**config.mk**
```make
export PLATFORM = sky130hd
export DESIGN_NAME = mhw_front
export DESIGN_NICKNAME = d
export VERILOG_FILES = /design/src/rtl/mexican_hat_wavelet_eval_core_defines.svh /design/src/rtl/mhw_pkg.sv /design/src/rtl/mhw_front.sv
export SDC_FILE = /design/constraint.sdc
export NUM_CORES = 1
export LEC_CHECK = 0
export BUFFER_PORTS_ARGS = -buffer_cell sky130_fd_sc_hd__buf_4
export CAP_MARGIN = 15
export CORE_MARGIN = 2
export CORE_UTILIZATION = 43
export CTS_CLUSTER_DIAMETER = 150
export DETAILED_ROUTE_END_ITERATION = 8
export PLACE_DENSITY = 0.69
export SYNTH_ARGS = -nofsm -noshare
export SYNTH_HDL_FRONTEND = slang
export SYNTH_SLANG_ARGS = --single-unit
```
**constraint.sdc**
```tcl
create_clock -name clk -period 5.9 [get_ports clk]
set_input_delay 1.18 -clock clk [delete_from_list [all_inputs] [get_ports clk]]
set_output_delay 1.18 -clock clk [all_outputs]
set_load 0.03 [all_outputs]
```
**src/rtl/mexican_hat_wavelet_eval_core_defines.svh**
```systemverilog
`ifndef MEXICAN_HAT_WAVELET_EVAL_CORE_DEFINES_SVH
`define MEXICAN_HAT_WAVELET_EVAL_CORE_DEFINES_SVH

// same-cycle implication
`define MHW_ASSERT_NOW(lbl, clk_s, rst_s, ante, cons, msg) \
  lbl: assert property (@(posedge clk_s) disable iff (rst_s) (ante) |-> (cons)) \
    else $error(msg);

// next-cycle implication
`define MHW_ASSERT_NEXT(lbl, clk_s, rst_s, ante, cons, msg) \
  lbl: assert property (@(posedge clk_s) disable iff (rst_s) (ante) |=> (cons)) \
    else $error(msg);

`endif

```
**src/rtl/mhw_pkg.sv**
```systemverilog
package mhw_pkg;

  localparam int X_FRAC_BITS_DEF   = 16;
  localparam int OUT_FRAC_BITS_DEF = 24;
  localparam int MAX_LEVEL_DEF     = 10;

  localparam int PQ = 24;
  localparam int EQ = 30;

  localparam int FUNC_W = 2;
  localparam int X_W    = 18;
  localparam int LEV_W  = 4;
  localparam int K_W    = 11;
  localparam int VAL_W  = 48;

  localparam logic [FUNC_W-1:0] FUNC_VALUE = 2'd0;
  localparam logic [FUNC_W-1:0] FUNC_D1    = 2'd1;
  localparam logic [FUNC_W-1:0] FUNC_D2    = 2'd2;
  localparam logic [FUNC_W-1:0] FUNC_NONE  = 2'd3;

  // |t| < 8 in up to Q.24
  localparam int MT_W  = 27;
  localparam int T24_W = 28;
  localparam int S24_W = 30;
  localparam int Y_W   = 29;
  localparam int EP_W  = 31;
  localparam int E_W   = 25;

  localparam int TAYLOR_TERMS = 10;
  localparam int SQUARINGS    = 6;
  localparam int EXP_LAT      = 3 * TAYLOR_TERMS + SQUARINGS;

  localparam logic [23:0] C_Q24 = 24'd12895754;

  localparam int QUEUE_DEPTH = 4;

  typedef struct packed {
    logic                     zero;
    logic [FUNC_W-1:0]        func;
    logic [LEV_W-1:0]         lev;
    logic [MT_W-1:0]          mt;
    logic signed [T24_W-1:0]  t24;
  } item_t;

endpackage

```
**src/rtl/mhw_front.sv**
```systemverilog
module mhw_front #(
  parameter int X_FRAC_BITS = mhw_pkg::X_FRAC_BITS_DEF,
  parameter int MAX_LEVEL   = mhw_pkg::MAX_LEVEL_DEF
) (
  input  logic                             clk,
  input  logic                             rst,
  input  logic                             start,
  input  logic                             busy,
  input  logic [mhw_pkg::FUNC_W-1:0]       func,
  input  logic signed [mhw_pkg::X_W-1:0]   x_pos,
  input  logic [mhw_pkg::LEV_W-1:0]        level,
  input  logic signed [mhw_pkg::K_W-1:0]   shift,
  output logic                             push,
  output mhw_pkg::item_t                   item
);
  import mhw_pkg::*;

  localparam int XL_W = X_W + MAX_LEVEL;
  localparam int KS_W = K_W + X_FRAC_BITS;
  localparam int U_W  = (XL_W > KS_W ? XL_W : KS_W) + 1;
  localparam int T_W  = U_W + 2;

  logic                     vld;
  logic [FUNC_W-1:0]        func_r;
  logic signed [X_W-1:0]    x_r;
  logic [LEV_W-1:0]         lev_r;
  logic signed [K_W-1:0]    k_r;

  logic [LEV_W-1:0]         lev_c;
  logic signed [T_W-1:0]    u;
  logic signed [T_W-1:0]    t;
  logic [T_W-1:0]           mt;
  logic                     far;

  always_ff @(posedge clk) begin
    if (rst) begin
      vld <= 1'b0;
    end else begin
      vld <= start && !busy;
    end
  end

  always_ff @(posedge clk) begin
    if (start && !busy) begin
      func_r <= func;
      x_r    <= x_pos;
      lev_r  <= level;
      k_r    <= shift;
    end
  end

  always_comb begin
    lev_c = (lev_r > LEV_W'(MAX_LEVEL)) ? LEV_W'(MAX_LEVEL) : lev_r;
    u     = (T_W'(x_r) <<< lev_c) - (T_W'(k_r) <<< X_FRAC_BITS);
    t     = (u <<< 1) - (T_W'(1) <<< X_FRAC_BITS);
    mt    = t[T_W-1] ? T_W'(-t) : T_W'(t);
    far   = mt >= (T_W'(8) << X_FRAC_BITS);
  end

  always_comb begin
    item.zero = far || (func_r == FUNC_NONE);
    item.func = func_r;
    item.lev  = lev_c;
    item.mt   = MT_W'(mt);
    item.t24  = T24_W'(t) <<< (PQ - X_FRAC_BITS);
  end

  assign push = vld;

endmodule

```
Yosys cells after proc, flatten, opt, wreduce, memory -nomap -nowiden
Cells that the tools add are included.

Flip-flop bits (word level): 36. Latch bits: 0. Memory bits (writable): 0. Memory bits (read-only): 0. Word-level logic and storage cells: 17. Memories: 0.

Add/sub/neg operators: 3. Multipliers: 0. Div/mod/pow operators: 0. Magnitude comparators: 2. Equal/unequal tests: 1. Shift operators: 1. Mux-type cells: 2. Bitwise operators: 0. Reductions and logical operators: 3.

Operators with widths (count): $ge 31x20->1 const B (1); $mux 31 (1); $neg 31->31 (1); $sub 31x18->31 const B (1); $sshl 18x4->30 (1); $sub 30x27->30 (1); $gt 4x4->1 const B (1); $mux 4 (1); $eq 2x2->1 const B (1); $logic_and 1x1->1 (1); $logic_not 1->1 (1); $logic_or 1x1->1 (1).

Depth between registers and ports, before layout
Depth after elaboration: 9. Mapped depth: 24. Mapped depth without buffers: 20.

Least setup slack after synthesis
Ideal clock, no wire load.

Path type: reg-to-output. From: reg lev_r[0]. To: out item[61] (netlist name). Arrival: 5.345 ns. Data required time: 4.720 ns. Slack: -0.625 ns. Cell stages (with the launch flop): 24. Path buffers: 4. Cell sequence: edfxtp_1 -> buf_6 -> buf_2 -> buf_2 -> nand2_1 -> mux2i_1 -> a21oi_1 -> mux2i_1 -> nor2_1 -> a21oi_1 -> ha_1 -> fa_1 -> nor2b_1 -> o21ai_0 -> xnor2_1 -> a2111oi_4 -> o221ai_1 -> nor4_2 -> xnor2_1 -> clkbuf_1 -> o21ai_0 -> xnor2_1 -> a2111oi_2 -> o2111ai_1.

RTL lines: start: declaration (RTL line mhw_front.sv:26) `logic [LEV_W-1:0] lev_r;`; start signal: assignment (RTL line mhw_front.sv:47) `lev_r <= level;`; end: declaration (RTL line mhw_front.sv:14) `output mhw_pkg::item_t item`.

==> results_dict.tcl <==
set metrics [dict create \
    drv_slew 0 \
    worstMarginPinSlew_ns 1.05 \
    finalCritPeriodShare 1.09 \
    ant_nets 0 \
    die_y_um 101 \
    cts_max_level 2 \
    critical-path-top-delay-family "compound AO/OA/AOI/OAI gates" \
    synthCells 491 \
    drc 0 \
    grt_pass1_wl_um 19400 \
    whs_ns 1.04 \
    setup_viol 23 \
    dpl.hpwl_um 9340 \
    cap_violations 0 \
    multi_input_area_um2 3500 \
    cts_tree "yes" \
    layout.nets 732 \
    pwr_density_cell_nw_per_um2 328 \
    path_cells "buf_4 > a21oi_4 > buf_6 > buf_4 > a2bb2oi_1 > o21ai_0 > o21ai_0 > ha_1 > or2_2 > o211ai_1 > a211oi_2 > buf_4 > nor4_4 > o221ai_2 > nor4_4 > xnor2_1 > buf_4 > buf_6 > mux2i_4 > a2111oi_4 > o2111ai_4 > buf_6" \
    final_cell_mix "177 x buf_4, 35 x edfxtp_1, 33 x nor2_1, 30 x nand2_1, 29 x inv_1" \
    first_pass_iters 5 \
    regArea_um2 1070 \
    arrival_ns 5.22 \
    max-slew-margin-rel 0.300 \
    peakVddDrop_mv 0.232 \
    crit_cells 22 \
    layout_commonest_cell "buf_4" \
    routed_wirelength_um 13800 \
    p_leak_nw 2.86 \
    vias 4525 \
    final_core_util 0.714 \
    track_usage 0.232 \
    synthDistinctLibCells 77 \
    syn_avg_cell_area_um2 8.32 \
    synthesis.area_um2 4080 \
    min_period_ns 6.40 \
    rows 35 \
    whs_path_depth 2 \
    min_path_type "primary input to flop" \
    grt_remaining_overflow 0 \
    cts_buffers 5 \
    criticalPathCategory "flop to output pin" \
    initial_utilization 0.442 \
    end_kind "output pin" \
    dp_slack_ns -0.188 \
    cp_slowest_cell "a2111oi_4" \
    core-area_um2 9240 \
    critPathMaxFanout 7 \
    drtIter0Drc 272 \
    port_buffers 91 \
    setup-tns-final_ns -4.90 \
    required_ns 4.72 \
    max_freq_mhz 156 \
    cts_num_sinks 36 \
    violations "negative setup slack" \
    cpPeakStageDelay_ns 0.48 \
    nFillCells 677 \
    critPathBufInv 7 \
    postCtsHoldBufs 0 \
    drive_gt1_frac 0.513 \
    clk_path_buf_depth 2 \
    status "finished with violations" \
    synth_warnings 0 \
    viasPerCell 5.61 \
    fp.dieW_um 101 \
    area_delta_synth_final_pct 61.6 \
    insertedDiodeCount 0 \
    ys_seq_elements 36 \
    die-area_um2 10300 \
    critPathLaunchType "flop" \
    synth-edff-count 35 \
    grt_max_degree 37 \
    design_area_um2 6600 \
    finalWorstSetupSlack_ns -0.504 \
    cts_root_buffer "clkbuf_8" \
    antenna_found_initial 0 \
    rsz0062_at_grt "yes" \
    clk_pin_slew_ns 0.08 \
    synthArstFlopShare 0 \
    ys_seq_area_frac 0.262 \
    ys.flop_type "edfxtp_1" \
    grt_pass1_vias 4050 \
    hold_violations 0 \
    pin_count 102 \
    wire_per_inst_um 17.1 \
    path_common_cell "buf_4" \
    routabilityCongestion 0.923 \
    placed_cell_area_um2 5520 \
]
## logic make-up after synthesis
| kind of cell | after synthesis | share of synthesized area |
|---|---|---|
| and+or+nand+nor | 176 | 0.232 |
| AOI/OAI and AO/OA | 131 | 0.224 |
| buffers and inverters | 65 | 0.0754 |
| xor gates and xnor gates | 44 | 0.0944 |
| DFF | 36 | 0.262 |
| muxes | 21 | 0.0570 |
| adders and majority gates | 17 | 0.0539 |
| other | 1 | 0.000918 |
## power by group
part | internal (mW) | total [mW] | switching (mW) | leakage, nW
clock network | 0.0838 | 0.185 | 0.101 | 0.0445
logic | 0.749 | 1.66 | 0.915 | 2.47
registers | 0.300 | 0.318 | 0.0173 | 0.337
total | 1.13 | 2.17 | 1.03 | 2.86
## sequential cells by signal, summed over array words and instances (netlist names)
signal,flops
push,1
x_r,18
k_r,11
func_r,2
lev_r,4
## stage by stage
step           power, mW  std cells
6_report            2.17        806
5_1_grt             2.28        806
3_5_place_dp        1.61        758
3_3_place_gp        1.59        758
4_1_cts             1.87        777
2_1_floorplan       1.18        500
## routing by layer
| metal | routed length, µm | GRT usage |
|---|---|---|
| met5 | 0 | 0 |
| met4 | 339 | 0.0686 |
| met3 | 641 | 0.0221 |
| met2 | 6940 | 0.390 |
| met1 | 5850 | 0.318 |
## cell type report
type,count,share of cell area
Inverter,30,0.0174
Clock buffer,5,0.0104
Tap cell,129,0.0245
Clock inverter,3,0.00322
Timing Repair Buffer,204,0.251
Sequential cell,36,0.162
Multi-Input combinational cell,399,0.531
## repair_timing
item | in CTS | in global routing
endpoints found under the setup margin | 24 | 25
endpoints found under the hold margin | 0 | 0
resized for setup | 33 | 115
cloned | 0 | 1
setup buffers | 11 | 31
pin swaps | 15 | 52
## worst paths after layout
check	to	from	slack, ns
max	item[61]	lev_r[2]	-0.50
min	push	rst	1.04
## cell usage after synthesis, drive strengths merged, types with 8 or more instances
| master | instances | area (µm²) |
|---|---|---|
| nand2 | 38 | 143 |
| nand3 | 12 | 60.1 |
| nor3 | 21 | 116 |
| a21oi | 33 | 169 |
| nor2 | 38 | 143 |
| mux2i | 15 | 154 |
| nor2b | 9 | 56.3 |
| ha | 16 | 200 |
| o211ai | 8 | 60.1 |
| inv | 30 | 113 |
| xor2 | 12 | 105 |
| clkbuf | 15 | 56.3 |
| edfxtp | 35 | 1050 |
| or2 | 16 | 100 |
| xnor2 | 32 | 280 |
| buf | 20 | 139 |
| nand2b | 8 | 50.1 |
| o21ai | 28 | 144 |
Note: power is estimated with default switching activity, not from simulation.
