--- config.mk ---
export PLATFORM = sky130hd
export DESIGN_NAME = mhw_queue
export DESIGN_NICKNAME = d
export VERILOG_FILES = /design/src/rtl/mhw_pkg.sv /design/src/rtl/mhw_queue.sv
export VERILOG_INCLUDE_DIRS = /design/src /design/src/rtl
export SDC_FILE = /design/constraint.sdc
export NUM_CORES = 1
export LEC_CHECK = 0
export BUFFER_PORTS_ARGS = -buffer_cell sky130_fd_sc_hd__buf_2
export CAP_MARGIN = 10
export CORE_MARGIN = 2
export CORE_UTILIZATION = 57
export DETAILED_ROUTE_END_ITERATION = 8
export GPL_TIMING_DRIVEN = 0
export PLACE_DENSITY = 0.78
export SLEW_MARGIN = 40
export SYNTH_ARGS = -nofsm -noshare
export SYNTH_HDL_FRONTEND = slang
export SYNTH_SLANG_ARGS = --single-unit
--- constraint.sdc ---
create_clock -name clk -period 3.1 [get_ports clk]
set_input_delay 0.62 -clock clk [delete_from_list [all_inputs] [get_ports clk]]
set_output_delay 0.62 -clock clk [all_outputs]
set_load 0.005 [all_outputs]
--- src/rtl/mexican_hat_wavelet_eval_core_defines.svh ---
`ifndef MEXICAN_HAT_WAVELET_EVAL_CORE_DEFINES_SVH
`define MEXICAN_HAT_WAVELET_EVAL_CORE_DEFINES_SVH

// same-cycle implication
`define MHW_ASSERT_NOW(lbl, clk_s, rst_s, ante, cons, msg) \
  lbl: assert property (@(posedge clk_s) disable iff (rst_s) (ante) |-> (cons)) \
    else $error(msg);

// next-cycle implication
`define MHW_ASSERT_NEXT(lbl, clk_s, rst_s, ante, cons, msg) \
  lbl: assert property (@(posedge clk_s) disable iff (rst_s) (ante) |=> (cons)) \
    else $error(msg);

`endif

--- src/rtl/mhw_pkg.sv ---
package mhw_pkg;

  localparam int X_FRAC_BITS_DEF   = 16;
  localparam int OUT_FRAC_BITS_DEF = 24;
  localparam int MAX_LEVEL_DEF     = 10;

  localparam int PQ = 24;
  localparam int EQ = 30;

  localparam int FUNC_W = 2;
  localparam int X_W    = 18;
  localparam int LEV_W  = 4;
  localparam int K_W    = 11;
  localparam int VAL_W  = 48;

  localparam logic [FUNC_W-1:0] FUNC_VALUE = 2'd0;
  localparam logic [FUNC_W-1:0] FUNC_D1    = 2'd1;
  localparam logic [FUNC_W-1:0] FUNC_D2    = 2'd2;
  localparam logic [FUNC_W-1:0] FUNC_NONE  = 2'd3;

  // |t| < 8 in up to Q.24
  localparam int MT_W  = 27;
  localparam int T24_W = 28;
  localparam int S24_W = 30;
  localparam int Y_W   = 29;
  localparam int EP_W  = 31;
  localparam int E_W   = 25;

  localparam int TAYLOR_TERMS = 10;
  localparam int SQUARINGS    = 6;
  localparam int EXP_LAT      = 3 * TAYLOR_TERMS + SQUARINGS;

  localparam logic [23:0] C_Q24 = 24'd12895754;

  localparam int QUEUE_DEPTH = 4;

  typedef struct packed {
    logic                     zero;
    logic [FUNC_W-1:0]        func;
    logic [LEV_W-1:0]         lev;
    logic [MT_W-1:0]          mt;
    logic signed [T24_W-1:0]  t24;
  } item_t;

endpackage

--- src/rtl/mhw_queue.sv ---
`include "mexican_hat_wavelet_eval_core_defines.svh"

module mhw_queue (
  input  logic            clk,
  input  logic            rst,
  input  logic            push,
  input  mhw_pkg::item_t  push_item,
  output logic            out_valid,
  output mhw_pkg::item_t  out_item,
  output logic            near_full
);
  import mhw_pkg::*;

  localparam int PTR_W = $clog2(QUEUE_DEPTH);
  localparam int CNT_W = $clog2(QUEUE_DEPTH + 1);

  item_t             mem [QUEUE_DEPTH];
  logic [PTR_W-1:0]  wr_ptr;
  logic [PTR_W-1:0]  rd_ptr;
  logic [CNT_W-1:0]  count;
  logic              pop;

  assign pop       = count != '0;
  assign near_full = count >= CNT_W'(QUEUE_DEPTH - 1);

  always_ff @(posedge clk) begin
    if (push) begin
      mem[wr_ptr] <= push_item;
    end
    out_item <= mem[rd_ptr];
  end

  always_ff @(posedge clk) begin
    if (rst) begin
      wr_ptr    <= '0;
      rd_ptr    <= '0;
      count     <= '0;
      out_valid <= 1'b0;
    end else begin
      out_valid <= pop;
      if (push) begin
        wr_ptr <= (wr_ptr == PTR_W'(QUEUE_DEPTH - 1)) ? '0 : wr_ptr + 1'b1;
      end
      if (pop) begin
        rd_ptr <= (rd_ptr == PTR_W'(QUEUE_DEPTH - 1)) ? '0 : rd_ptr + 1'b1;
      end
      case ({push, pop})
        2'b10:   count <= count + 1'b1;
        2'b01:   count <= count - 1'b1;
        default: count <= count;
      endcase
    end
  end

  `MHW_ASSERT_NOW(a_no_overflow, clk, rst, (push && !pop), (count < CNT_W'(QUEUE_DEPTH)), "queue overflow")
  `MHW_ASSERT_NEXT(a_count_steady, clk, rst, (push && pop), (count == $past(count)), "queue count drift")

endmodule

==> Word level (Yosys, flattened, before mapping) <==
Memories as Yosys holds them, arrays and structs flattened. A register that Yosys moved wholly into a read port is not among the register bits.
Index checks and enable logic that the tools add are counted.
{ "totals": {"ff_bits": 8, "ramBits": 248, "inputBits": 65, "output_inout_bits": 64, "word_cells": 21, "n_memories": 1} }
{ "op_classes": {"add_sub_neg": 4, "magnitude_cmp": 1, "n_eq_ne": 4, "muxes": 5, "n_reduce_logical": 2} }
{ "mem_list": {"columns": ["name", "depth", "word_bits", "read_ports", "rd_clocked_by_memory_dff", "wr", "line", "source"], "rows": [
  ["mem", 4, 62, 1, 1, 1, "mhw_queue.sv:17", "item_t mem [QUEUE_DEPTH];"]
]} }
{ "op_table": {"columns": ["cell", "count"], "rows": [
  ["$eq A2 B2 Y1 const B", 3],
  ["$pmux W3 S2", 1],
  ["$add A2 B1 Y2 const B", 2],
  ["$mux W2", 2],
  ["$add A3 B1 Y3 const B", 1],
  ["$ge A3 B2 Y1 const B", 1],
  ["$reduce_bool A3 Y1", 1],
  ["$sub A3 B1 Y3 const B", 1],
  ["$eq A2 B1 Y1 const B", 1],
  ["$mux W1", 2],
  ["$reduce_bool A2 Y1", 1]
]} }

==> Longest topological paths before layout <==
{ "depth": {"ltp_word": 3, "ltp_mapped": 8, "depth_no_buf": 8} }

==> Least setup slack after synthesis <==
Ideal clock, no wire load.
{ "synth_path": {"path_kind": "input to register", "startpoint": "input port push", "endpoint": "memory mem[0][0] in the netlist's numbering (enable)", "setup_ns": 0.426, "arrival_time_ns": 2.082, "required_ns": 2.674, "slack_ns": 0.592, "cell_stages": 1, "path_buffers": 0, "path_cell_list": "and2_1"} }
{ "synth_via": {"elab_chain_len": 2} }
{ "synth_lines": {"columns": ["element", "line", "source"], "rows": [
  ["start: declaration", "mhw_queue.sv:6", "input logic push,"],
  ["$mux W1", "mhw_queue.sv:27", "if (push) begin"],
  ["$mux W1 (implied by the code)", "mhw_queue.sv:28", "mem[wr_ptr] <= push_item;"],
  ["end: declaration", "mhw_queue.sv:17", null]
]} }
No other way between the ends.

==> Worst setup path after layout <==
{ "layout_path": {"startpoint": "register count[2]", "endpoint": "register count[2]"} }
{ "layout_via": {"elab_chain_len": 3, "elab_cells_between_ends": 7, "classes_between": "2 x add/sub; 2 x eq/ne; 1 x mux; 2 x reduce/logical"} }
{ "layout_lines": {"columns": ["element", "line", "source"], "rows": [
  ["start: declaration", "mhw_queue.sv:20", "logic [CNT_W-1:0] count;"],
  ["start signal: assignment", "mhw_queue.sv:48", "2'b10: count <= count + 1'b1;"],
  ["start signal: assignment", "mhw_queue.sv:49", "2'b01: count <= count - 1'b1;"],
  ["start signal: assignment", "mhw_queue.sv:50", "default: count <= count;"],
  ["$reduce_bool A3 Y1 (*)", "mhw_queue.sv:23", "assign pop = count != '0;"],
  ["via pop", "mhw_queue.sv:21", "logic pop;"],
  ["$eq A2 B1 Y1 or $eq A2 B2 Y1 (tied branches)", "mhw_queue.sv:47", "case ({push, pop})"],
  ["$pmux W3 S2 or $reduce_bool A2 Y1 (tied branches)", null, null]
]} }
The timed path passes the listed nets; every way through them passes the cells marked *.
A chain may end at the register's enable or synchronous reset.

==> impl_metrics.ini <==
[outcome]
status = finished clean

[sta]
fin_crit_ps = 2230
finalHoldViolations = 0
post-route-period-util = 0.719
clock.fmax_mhz = 449
fin_ws_ps = 871
slew_viol_final = 0
finalSetupViolCount = 0
rsz0062_at_grt = false
skew_ps = 10.8
setup_tns_ps = 0
slew_headroom = 0.518
tightest_slew_ps = 718

[cts]
max-clock-path-buffers = 3
cts.sinks = 318
cts_resized = 0
path_clk_slew_ps = 60
cts_made_buffers = 30
cts_root_buffer = clkbuf_16
cts_setup_buffers = 0
cts_hold_buf = 0
htreeDepth = 1
cts_tree = built
clkLatencyLatePin_ps = 540

[yosys]
synthAdderAreaFrac = 0.00894
synth_compound_area_frac = 0.00306
synth_top_family_by_area = multiplexers
synth_seq_cells = 318
ys_seq_area_frac = 0.832
ys_types = 20
avgSynthCellArea_um2 = 24.4
synth_warnings = 0
synth_cells = 435
synth_top_area_cell = edfxtp_1
yosys.area_share.simple = 0.00753
synthMuxAreaShare = 0.133
syn-cell-area_um2 = 10600
synth_top_area_frac = 0.700
synthXorXnorAreaFrac = 0.00165
synthesis.nets = 507
synthTopCellsByArea = edfxtp_1 70%, dfxtp_1 13%, mux4_2 13%, buf_6 0.74%, ha_1 0.71%

[placement]
dp.cells = 796
portBuffers = 127
place_congestion = 0.698
dp_hpwl_mm = 10.6
pre_cts_slack_ps = 854
dpl_cell_area_um2 = 11700

[die]
fp.dieH_um = 141
start_util = 0.586
dieArea_um2 = 19800
core_area_um2 = 18100
rows = 49
ios = 129
die_x_um = 141

[power_and_ir_drop]
leakage_nw = 4.53
ir_drop_v = 0.000529
p_per_area_nw_per_um2 = 885
finalPower_mw = 11.3

[global_route]
grt_max_degree = 34
grt_overflow_total = 0
grt_pass1_vias = 5051
grt_pass1_wl_mm = 27.3
track_usage = 0.181
antenna_found_initial = 1

[setup_path]
crit_arrival_ps = 2690
crit_type = flip-flop to flip-flop
critPathMostFrequentCell = inv_1
cpMaxStageDelayCell = nor3_1
max_stage_delay_ps = 620
setup.worst_path.start_class = flip-flop
cp_max_fo = 5
critPathRequiredTime_ps = 3560
cp_num_buf_inv = 2
worst_setup_path_end_kind = flip-flop
crit_chain = nor3_1 -> inv_1 -> ha_1 -> inv_1 -> fa_1 -> xor2_1 -> or3_1 -> a21oi_1
cp_top_family = simple AND/OR/NAND/NOR gates

[route]
wl_per_cell_um = 20.7
drt_iter0_drc = 203
drc = 0
drtAntennaViolNets = 0
num_vias = 4705
drt_first_pass_iters = 4
finalWirelength_mm = 17.6
viasPerCell = 5.52

[layout]
synthToLayoutAreaGrowth_pct = 20.2
final_cell_area_um2 = 12800
antenna_cells = 0
layout.cells.non_filler = 852
fill_cells = 1110
layout-drive-gt1-share = 0.425
fin_nets = 671

[run]
drv_cap = 0

[hold_path]
hold_class = primary input to flip-flop
[final cells by class]
| cell class | count | area [um2] | area share |
|---|---|---|---|
| Buffer | 15 | 118 | 0.00920 |
| Clock buffer | 38 | 852 | 0.0666 |
| Clock inverter | 18 | 267 | 0.0208 |
| Inverter | 7 | 26.3 | 0.00206 |
| Multi-Input combinational cell | 95 | 1650 | 0.129 |
| Sequential cell | 318 | 8850 | 0.692 |
| Tap cell | 229 | 287 | 0.0224 |
| Timing Repair Buffer | 132 | 736 | 0.0575 |
[through the flow]
step / hold WS, ps / util
after floorplan: 472 / -
after global placement: 479 / 0.637
after detailed placement: 540 / 0.643
after CTS: 268 / 0.704
after global routing: 273 / 0.704
final: 290 / 0.704
[final timing paths]
check / start / endpoint / slack (ps) / cells after the start
hold reg to reg: mem[2][14]$_DFFE_PP_ / out_item[14]$_DFF_P_ / 550 / 1
setup / recovery: count[2]$_SDFFE_PP0P_ / count[2]$_SDFFE_PP0P_ / 870 / 8
hold / removal: push_item[59] / mem[3][59]$_DFFE_PP_ / 290 / 1
setup reg to reg: count[2]$_SDFFE_PP0P_ / count[2]$_SDFFE_PP0P_ / 870 / 8
[report_power, final]
part / total (mW) / internal [mW] / switching, mW
Clock: 4.01 / 2.52 / 1.49
Combinational: 2.02 / 1.11 / 0.904
Sequential: 5.29 / 5.13 / 0.158
Total: 11.3 / 8.76 / 2.55
[state kept, by name, summed over array words and instances, names as in the netlist]
register   count
mem          248
out_item      62
count          3
rd_ptr         2
wr_ptr         2
out_valid      1
[synthesized netlist by cell type]
cell type and n:
ha_1 6, edfxtp_1 248, and2_1 4, xor2_1 2, nor3b_1 1, inv_1 7, dfxtp_1 70, buf_6 7
nor2_1 7, nand2_1 1, buf_2 7, o21ai_0 1, nor3_1 1, fa_1 1, mux2i_1 2, a21o_1 1
a21oi_1 4, or3_1 2, clkbuf_1 1, mux4_2 62
[per-layer routing]
metal	track usage	up-vias	wire length (um)	share of wire
met4	0.0521	0	446	0.025
met1	0.237	2418	6950	0.39
met5	0	-	0	0
met3	0.0404	37	1120	0.063
met2	0.310	147	9090	0.52
li1	-	2103	-	-
[cell usage in the layout (no fill, tap or decap)]
cell and instances:
nor2_1 7, buf_2 134, clkinv_2 9, a21oi_1 4, nand2_1 1, mux2i_1 2, clkinv_1 1, clkbuf_16 31
or3_1 2, buf_12 5, edfxtp_1 248, buf_6 7, clkbuf_8 5, bufinv_16 7, ha_1 6, nor3b_1 1
inv_1 7, nor3_1 1, a21o_1 1, mux4_2 62, clkinvlp_4 1, fa_1 1, clkbuf_1 3, and2_4 4
xor2_1 2, o21ai_0 1, dfxtp_1 70
[cell families (layout without fill, tap and decap cells)]
kind of cell	count (synthesis)	after routing
buf+inv	22	210
fa+ha+maj	7	7
simple gates	16	16
flops	318	318
compound gates	6	6
mux	64	64
xor+xnor	2	2
Note: power is estimated with default switching activity, not from simulation.
